$ cat config.mk
export PLATFORM = sky130hd
export DESIGN_NAME = masked_interrupt_order_queue_top
export DESIGN_NICKNAME = d
export VERILOG_FILES = /design/src/rtl/omq_pkg.sv /design/src/rtl/omq_cell.sv /design/src/rtl/omq_chain.sv /design/src/rtl/masked_interrupt_order_queue_top.sv
export SDC_FILE = /design/constraint.sdc
export NUM_CORES = 2
export LEC_CHECK = 0
export BUFFER_PORTS_ARGS = -buffer_cell sky130_fd_sc_hd__clkbuf_2
export CAP_MARGIN = 10
export CORE_AREA = 8 8 490 372
export CTS_CLUSTER_SIZE = 14
export DETAILED_ROUTE_END_ITERATION = 7
export DIE_AREA = 0 0 498 380
export MAX_ROUTING_LAYER = met4
export PLACE_DENSITY_LB_ADDON = 0.3
export REMOVE_ABC_BUFFERS = 1
export SLEW_MARGIN = 20
export SYNTH_ARGS = -nofsm -noshare
export SYNTH_HDL_FRONTEND = slang
export SYNTH_HIERARCHICAL = 1
export SYNTH_SLANG_ARGS = --single-unit
export TNS_END_PERCENT = 30
$ cat constraint.sdc
create_clock -name clk_i -period 5.1 [get_ports clk_i]
set_input_delay 0.255 -clock clk_i [delete_from_list [all_inputs] [get_ports clk_i]]
set_output_delay 0.255 -clock clk_i [all_outputs]
set_load 0.02 [all_outputs]
$ cat src/rtl/omq_pkg.sv
`default_nettype none
package omq_pkg;

  localparam int DEVICE_COUNT = 64;
  localparam int DEV_W        = 6;
  localparam int DEV_IDX_W    = (DEVICE_COUNT > 1) ? $clog2(DEVICE_COUNT) : 1;
  localparam int CNT_W        = $clog2(DEVICE_COUNT + 1);
  localparam int MIDX_W       = 4;
  localparam int MASK_W       = 16;
  localparam int MODE_W       = 3;

  localparam logic [MASK_W-1:0] MASK_TOP = 16'h8000;

  typedef enum logic [MODE_W-1:0] {
    MODE_RAISE  = 3'd0,
    MODE_LOWER  = 3'd1,
    MODE_POLL   = 3'd2,
    MODE_MASK   = 3'd3,
    MODE_ACK    = 3'd4,
    MODE_ENABLE = 3'd5
  } mode_e;

  typedef enum logic [2:0] {
    ST_IDLE,
    ST_LOWER,
    ST_POLL,
    ST_MOVE,
    ST_RESP
  } state_e;

  typedef struct packed {
    logic [DEV_W-1:0]  dev;
    logic [MIDX_W-1:0] midx;
  } entry_t;

  typedef struct packed {
    logic shift;
    logic load;
  } cell_ctrl_t;

  typedef struct packed {
    logic pop;
    logic push;
  } chain_cmd_t;

endpackage
`default_nettype wire

$ cat src/rtl/omq_cell.sv
`default_nettype none
module omq_cell (
  input  wire                  clk_i,
  input  omq_pkg::cell_ctrl_t  ctrl_i,
  input  omq_pkg::entry_t      next_entry_i,
  input  omq_pkg::entry_t      load_entry_i,
  output omq_pkg::entry_t      entry_o
);

  omq_pkg::entry_t entry_q;

  always_ff @(posedge clk_i) begin
    if (ctrl_i.load) begin
      entry_q <= load_entry_i;
    end else if (ctrl_i.shift) begin
      entry_q <= next_entry_i;
    end
  end

  assign entry_o = entry_q;

endmodule
`default_nettype wire

$ cat src/rtl/omq_chain.sv
`default_nettype none
module omq_chain (
  input  wire                            clk_i,
  input  wire                            rst_ni,
  input  omq_pkg::chain_cmd_t            cmd_i,
  input  omq_pkg::entry_t                push_entry_i,
  output omq_pkg::entry_t                head_o,
  output logic [omq_pkg::CNT_W-1:0]      count_o
);

  localparam int N = omq_pkg::DEVICE_COUNT;
  localparam int CW = omq_pkg::CNT_W;

  logic [CW-1:0] cnt_q, cnt_d, pos;
  omq_pkg::entry_t cell_out [N];

  // a pop shifts every cell toward the head, so the tail slot moves down one
  assign pos = cmd_i.pop ? (cnt_q - CW'(1)) : cnt_q;

  for (genvar i = 0; i < N; i++) begin : g_cell
    omq_pkg::cell_ctrl_t ctrl;
    omq_pkg::entry_t     nxt;

    assign ctrl.shift = cmd_i.pop;
    assign ctrl.load  = cmd_i.push && (pos == CW'(i));

    if (i == N - 1) begin : g_last
      assign nxt = '0;
    end else begin : g_mid
      assign nxt = cell_out[i+1];
    end

    omq_cell u_cell (
      .clk_i        (clk_i),
      .ctrl_i       (ctrl),
      .next_entry_i (nxt),
      .load_entry_i (push_entry_i),
      .entry_o      (cell_out[i])
    );
  end

  assign cnt_d = cnt_q + CW'(cmd_i.push) - CW'(cmd_i.pop);

  always_ff @(posedge clk_i or negedge rst_ni) begin
    if (!rst_ni) begin
      cnt_q <= '0;
    end else begin
      cnt_q <= cnt_d;
    end
  end

  assign head_o  = cell_out[0];
  assign count_o = cnt_q;

endmodule
`default_nettype wire

$ cat src/rtl/masked_interrupt_order_queue_top.sv
`default_nettype none
// Interrupt order queue with a pending list and a masked list, each a chain of
// cells that moves one position per cycle while popped. Raise, acknowledge, set
// enable, unused modes, lower of an idle device and poll while disabled answer
// straight from the idle state. Lower of a queued device rotates both chains
// once past their head in ST_LOWER, dropping the device, and then reports from
// ST_RESP. Poll moves each masked head to the masked list until it meets an
// unmasked head or an empty list, then reports. Set mask appends every masked
// entry to the pending list, then reports. One transaction is in the block at a
// time. A result register decouples the output handshake from the next
// transaction.
module masked_interrupt_order_queue_top (
  input  wire                             clk_i,
  input  wire                             rst_ni,
  input  wire                             in_valid_i,
  output logic                            in_ready_o,
  input  wire  [omq_pkg::MODE_W-1:0]      mode_i,
  input  wire  [omq_pkg::DEV_W-1:0]       device_i,
  input  wire  [omq_pkg::MIDX_W-1:0]      mask_bit_i,
  input  wire  [omq_pkg::MASK_W-1:0]      mask_value_i,
  input  wire                             enable_value_i,
  output logic                            out_valid_o,
  input  wire                             out_ready_i,
  output logic                            found_o,
  output logic [omq_pkg::DEV_W-1:0]       device_out_o
);

  localparam int N  = omq_pkg::DEVICE_COUNT;
  localparam int CW = omq_pkg::CNT_W;

  omq_pkg::state_e state_q, state_d;

  logic [omq_pkg::MASK_W-1:0] mask_q, mask_d;
  logic                       en_q, en_d;
  logic [N-1:0]               queued_q, queued_d;
  logic [omq_pkg::DEV_W-1:0]  dev_q, dev_d;
  logic [CW-1:0]              rem_p_q, rem_p_d, rem_m_q, rem_m_d;
  logic                       res_found_q, res_found_d;
  logic [omq_pkg::DEV_W-1:0]  res_dev_q, res_dev_d;
  logic                       out_valid_q, out_valid_d;
  logic                       found_q, found_d;
  logic [omq_pkg::DEV_W-1:0]  dev_out_q, dev_out_d;

  omq_pkg::chain_cmd_t pcmd, mcmd;
  omq_pkg::entry_t     p_push_entry, m_push_entry, p_head, m_head;
  logic [CW-1:0]       p_count, m_count;

  logic                          out_free;
  logic                          dev_ok;
  logic [omq_pkg::DEV_IDX_W-1:0] didx;
  logic                          head_masked;

  assign out_free    = !out_valid_q || out_ready_i;
  assign in_ready_o  = (state_q == omq_pkg::ST_IDLE) && out_free;
  assign dev_ok      = ({1'b0, device_i} < (omq_pkg::DEV_W + 1)'(N));
  assign didx        = device_i[omq_pkg::DEV_IDX_W-1:0];
  assign head_masked = |((omq_pkg::MASK_TOP >> p_head.midx) & mask_q);

  omq_chain u_pending (
    .clk_i        (clk_i),
    .rst_ni       (rst_ni),
    .cmd_i        (pcmd),
    .push_entry_i (p_push_entry),
    .head_o       (p_head),
    .count_o      (p_count)
  );

  omq_chain u_masked (
    .clk_i        (clk_i),
    .rst_ni       (rst_ni),
    .cmd_i        (mcmd),
    .push_entry_i (m_push_entry),
    .head_o       (m_head),
    .count_o      (m_count)
  );

  always_comb begin
    state_d      = state_q;
    mask_d       = mask_q;
    en_d         = en_q;
    queued_d     = queued_q;
    dev_d        = dev_q;
    rem_p_d      = rem_p_q;
    rem_m_d      = rem_m_q;
    res_found_d  = res_found_q;
    res_dev_d    = res_dev_q;
    out_valid_d  = out_valid_q && !out_ready_i;
    found_d      = found_q;
    dev_out_d    = dev_out_q;
    pcmd         = '0;
    mcmd         = '0;
    p_push_entry = '{dev: device_i, midx: mask_bit_i};
    m_push_entry = p_head;

    unique case (state_q)
      omq_pkg::ST_IDLE: begin
        if (in_valid_i && in_ready_o) begin
          out_valid_d = 1'b1;
          found_d     = 1'b0;
          dev_out_d   = '0;
          unique case (omq_pkg::mode_e'(mode_i))
            omq_pkg::MODE_RAISE: begin
              if (dev_ok && !queued_q[didx]) begin
                pcmd.push      = 1'b1;
                queued_d[didx] = 1'b1;
              end
            end
            omq_pkg::MODE_LOWER: begin
              if (dev_ok && queued_q[didx]) begin
                queued_d[didx] = 1'b0;
                dev_d          = device_i;
                rem_p_d        = p_count;
                rem_m_d        = m_count;
                out_valid_d    = 1'b0;
                state_d        = omq_pkg::ST_LOWER;
              end
            end
            omq_pkg::MODE_POLL: begin
              if (en_q) begin
                out_valid_d = 1'b0;
                state_d     = omq_pkg::ST_POLL;
              end
            end
            omq_pkg::MODE_MASK: begin
              mask_d      = mask_value_i;
              out_valid_d = 1'b0;
              state_d     = omq_pkg::ST_MOVE;
            end
            omq_pkg::MODE_ACK: begin
              if (p_count != '0) begin
                found_d   = 1'b1;
                dev_out_d = p_head.dev;
              end
            end
            omq_pkg::MODE_ENABLE: begin
              en_d = enable_value_i;
            end
            default: begin
            end
          endcase
        end
      end
      omq_pkg::ST_LOWER: begin
        // rotate both lists once, dropping the lowered device
        p_push_entry = p_head;
        m_push_entry = m_head;
        if (rem_p_q != '0) begin
          pcmd.pop  = 1'b1;
          pcmd.push = (p_head.dev != dev_q);
          rem_p_d   = rem_p_q - CW'(1);
        end
        if (rem_m_q != '0) begin
          mcmd.pop  = 1'b1;
          mcmd.push = (m_head.dev != dev_q);
          rem_m_d   = rem_m_q - CW'(1);
        end
        if (rem_p_q == '0 && rem_m_q == '0) begin
          res_found_d = 1'b0;
          res_dev_d   = '0;
          state_d     = omq_pkg::ST_RESP;
        end
      end
      omq_pkg::ST_POLL: begin
        if (p_count == '0) begin
          res_found_d = 1'b0;
          res_dev_d   = '0;
          state_d     = omq_pkg::ST_RESP;
        end else if (head_masked) begin
          pcmd.pop     = 1'b1;
          mcmd.push    = 1'b1;
          m_push_entry = p_head;
        end else begin
          res_found_d = 1'b1;
          res_dev_d   = p_head.dev;
          en_d        = 1'b0;
          state_d     = omq_pkg::ST_RESP;
        end
      end
      omq_pkg::ST_MOVE: begin
        if (m_count != '0) begin
          mcmd.pop     = 1'b1;
          pcmd.push    = 1'b1;
          p_push_entry = m_head;
        end else begin
          res_found_d = 1'b0;
          res_dev_d   = '0;
          state_d     = omq_pkg::ST_RESP;
        end
      end
      omq_pkg::ST_RESP: begin
        if (out_free) begin
          out_valid_d = 1'b1;
          found_d     = res_found_q;
          dev_out_d   = res_dev_q;
          state_d     = omq_pkg::ST_IDLE;
        end
      end
      default: begin
        state_d = omq_pkg::ST_IDLE;
      end
    endcase
  end

  always_ff @(posedge clk_i or negedge rst_ni) begin
    if (!rst_ni) begin
      state_q     <= omq_pkg::ST_IDLE;
      mask_q      <= '0;
      en_q        <= 1'b0;
      queued_q    <= '0;
      rem_p_q     <= '0;
      rem_m_q     <= '0;
      out_valid_q <= 1'b0;
    end else begin
      state_q     <= state_d;
      mask_q      <= mask_d;
      en_q        <= en_d;
      queued_q    <= queued_d;
      rem_p_q     <= rem_p_d;
      rem_m_q     <= rem_m_d;
      out_valid_q <= out_valid_d;
    end
  end

  always_ff @(posedge clk_i) begin
    dev_q       <= dev_d;
    res_found_q <= res_found_d;
    res_dev_q   <= res_dev_d;
    found_q     <= found_d;
    dev_out_q   <= dev_out_d;
  end

  assign out_valid_o  = out_valid_q;
  assign found_o      = found_q;
  assign device_out_o = dev_out_q;

endmodule
`default_nettype wire
==> summary.txt <==
Timing
  – Final Hold Slack: 0.113 ns
  – Final min period: 4.87 ns
  – Slew at the pin closest to its max-slew limit: 1.25 ns
  – Rel. slew slack: 0.165
  – Max Fclk: 205 MHz
  – Unrepaired setup endpoints after global routing: false
  – Hold Vio Cnt, Final: 0
  – Final period util: 0.955
  – Slew Viols, Final: 0
  – Skew final: 0.0462 ns
  – Setup violations, final: 0

Setup path
  – Required time of the critical path: 5.54 ns
  – Worst-path fanout max: 11
  – Kind of critical path: flip-flop to flip-flop
  – Cells along the critical path: buf_4 > nand2_1 > mux4_2 > o211ai_1 > a21boi_0 > nand2_1 > o21ai_1 > or3b_2 > nor3_1 > o21ai_0 > buf_4 > nor3_2 > buf_4 > or2_1
  – Most frequent CP cell: buf_4
  – Crit end category: flip-flop
  – Worst setup SP type: flip-flop
  – Max stage delay cell, worst path: or3b_2
  – CP peak stage delay: 0.51 ns
  – WP data arrival: 5.31 ns

Yosys
  – Synth cell types: 84
  – Share of flip-flops with an asynchronous set or reset: 0.0800
  – Mapped Cells: 3964
  – Top cell type's share of synthesized area: 0.563
  – Top post-synthesis cells by area: edfxtp_1 56%, mux2_4 25%, dfrtp_1 4.1%
  – Syn avg cell area: 17.5 um^2
  – Dominant register cell in the synthesized netlist: edfxtp_1
  – Post-synthesis sequential area ratio: 0.603
  – Yosys reg bits: 1413
  – Post-synth EDFFs: 1300
  – Synth warn: 6
  – Mapped Area: 69400 um^2
  – Synth area leader: edfxtp_1

Layout
  – Final nets: 4316
  – Layout cells sized above 1: 0.458
  – Post-route insts no fill: 6655
  – N_diodes: 0
  – Area grow syn2layout: 12.8%
  – Filler cells: 14900

Route
  – Routed vias/inst: 5.26
  – Routed length per instance: 22.0 um
  – ANT nets after route: 0
  – Iter 0 DRT Violations: 3058
  – 1st-pass router iterations: 6
  – DRC: 0
  – Routed WL: 147000 um
  – DR vias: 35000

Floorplanning
  – Die height: 380 um
  – Initial Utilization: 0.398
  – Die ar.: 189000 um^2
  – Die X: 498 um
  – Core area: 174000 um^2
  – Core Rows: 133
  – IO Count: 43

GRT
  – Largest net degree at the start of global routing: 69
  – GR Overflow Total: 0
  – First-pass GRT wire length: 223000 um
  – Number of global-route vias before repair: 35100
  – Total GRT Usage: 0.155
  – Antenna violations before repair: 1

Clocking
  – CTS tree: yes
  – Worst-path clk slew: 0.06 ns
  – Sink Count: 1413
  – CTS Buf Count: 145
  – CTS Buffer Depth: 3
  – H-Tree Depth: 4
  – Post-CTS setup repair buffer count: 0
  – Clock root cell: clkbuf_16
  – Clk_lat worst skew: 0.79 ns

Power and ir drop
  – Pwr dens: 695 nW/um^2
  – Power, Total: 54400 uW
  – Lkg Pwr: 0.0297 uW
  – Worst VDD drop: 0.575 mV

Place
  – Routability congestion estimate: 0.836
  – Port bufs: 42
  – Detail Placement HPWL: 91200 um
  – Cell Count Post-Placement: 6363

Run status
  – Status: finished, final reports clean

Min path
  – Hold Crit Class: input port to flip-flop

Flow run
  – Max Cap Viol: 0
-- stage by stage --
step	cell area, um^2	setup slack, ns	util	TNS, ns
floorplan	67600	-0.778	-	-1297.22
global placement	73400	0.0701	0.421	0
detailed placement	73400	0.0354	0.421	0
CTS	78200	0.00514	0.449	0
global route	78300	0.00693	0.449	0
finish	78300	0.232	0.449	0
-- kinds of logic after synthesis --
| group | Yosys count | share of synthesized area |
|---|---|---|
| multiplexers | 1329 | 0.280 |
| buffers and inverters | 261 | 0.0301 |
| adder cells (fa/ha/maj) | 37 | 0.00689 |
| AND/OR/NAND/NOR | 660 | 0.0522 |
| flip-flops | 1413 | 0.603 |
| other | 2 | 0.000108 |
| XOR/XNOR | 26 | 0.00328 |
| AO/OA/AOI/OAI | 236 | 0.0245 |
-- metal layers --
| metal | GRT usage | part of all wire |
|---|---|---|
| met5 | - | 0 |
| met2 | 0.206 | 0.40 |
| met3 | 0.0401 | 0.075 |
| met1 | 0.236 | 0.51 |
| met4 | 0.0344 | 0.018 |
-- report_power, final --
| group | switching [uW] | internal (uW) |
|---|---|---|
| clock | 4590 | 5610 |
| combinational | 11600 | 9460 |
| sequential | 2070 | 21100 |
| total | 18300 | 36200 |
-- layout by cell type, fill, tap and decap left out, types with 23 or more instances in the layout --
cell type,count
clkinv_1,26
o21ai_0,48
nor3_1,90
clkbuf_2,41
clkbuf_1,32
or2_1,121
nand2_1,70
clkbuf_16,145
ha_1,35
nor3_2,119
a21o_1,46
or3_1,59
o21ai_1,23
dlygate4sd3_1,30
inv_1,60
dfrtp_1,113
clkinv_2,32
buf_4,239
mux2_4,1152
nor2_1,34
edfxtp_1,1300
mux2_2,145
-- sequential cells by signal, summed over array words and instances (netlist names), named ones only --
name and count:
dev_q 6, device_out_o 6, en_q 1, found_o 1
mask_q 16, out_valid_o 1, rem_m_q 7, rem_p_q 7
res_dev_q 6, res_found_q 1, state_q 3, u_masked/count_o 7
u_masked/g_cell.u_cell/entry_o 640, u_pending/count_o 7, u_pending/g_cell.u_cell/entry_o 640
-- synth_stat cells (18+ instances only) --
| master | count |
|---|---|
| a21oi_1 | 21 |
| or2_1 | 129 |
| or3_1 | 59 |
| edfxtp_1 | 1300 |
| ha_1 | 35 |
| nor2_1 | 36 |
| mux2_4 | 1152 |
| xnor2_1 | 18 |
| a21o_1 | 46 |
| o21ai_1 | 19 |
| nand2b_1 | 19 |
| buf_6 | 139 |
| o21ai_0 | 52 |
| clkbuf_1 | 27 |
| nand2_1 | 91 |
| mux2_2 | 145 |
| inv_1 | 60 |
| mux2i_1 | 21 |
| nand3_1 | 20 |
| nor3_1 | 218 |
| dfrtp_1 | 113 |
-- critical path: cells and delay by family (launching register included) --
kind / cells / cell delay [ns]
AOI/OAI and AO/OA: 4 / 1.13
buffers and inverters: 3 / 0.75
DFF: 1 / 0.47
muxes: 1 / 0.45
and+or+nand+nor: 6 / 1.71
-- area by class of cell --
class	instances	area [um^2]	share of cell area
clock buffers	181	3800	0.0486
well taps	2295	2870	0.0367
clock inverters	81	704	0.00900
repair buffers	317	2440	0.0312
flip-flops and latches	1413	41900	0.535
inverters	60	225	0.00288
multi-input cells	2308	26400	0.337
-- repair_timing --
item                                    4_1_cts  5_1_grt
endpoints found under the hold margin        92        0
endpoints found under the setup margin        0      277
hold buffers                                 30        0
gates resized for setup                       0       19
-- path summary, 6_finish.rpt --
kind                                                       start                                    end  slack [ns]  cells after the start
min in group asynchronous                                 rst_ni             asynchronous set/reset pin        0.13                      2
max in group asynchronous                                 rst_ni             asynchronous set/reset pin        3.78                      3
hold / removal                                       device_i[1]                               dev_q[1]        0.11                      2
setup reg to reg           u_pending/g_cell[0].u_cell/entry_o[2]  u_masked/g_cell[15].u_cell/entry_o[8]        0.23                     14
hold reg to reg                                        flip-flop                              flip-flop        0.47                      1
setup / recovery           u_pending/g_cell[0].u_cell/entry_o[2]  u_masked/g_cell[15].u_cell/entry_o[8]        0.23                     14
Power figures use the tool's default switching activity.
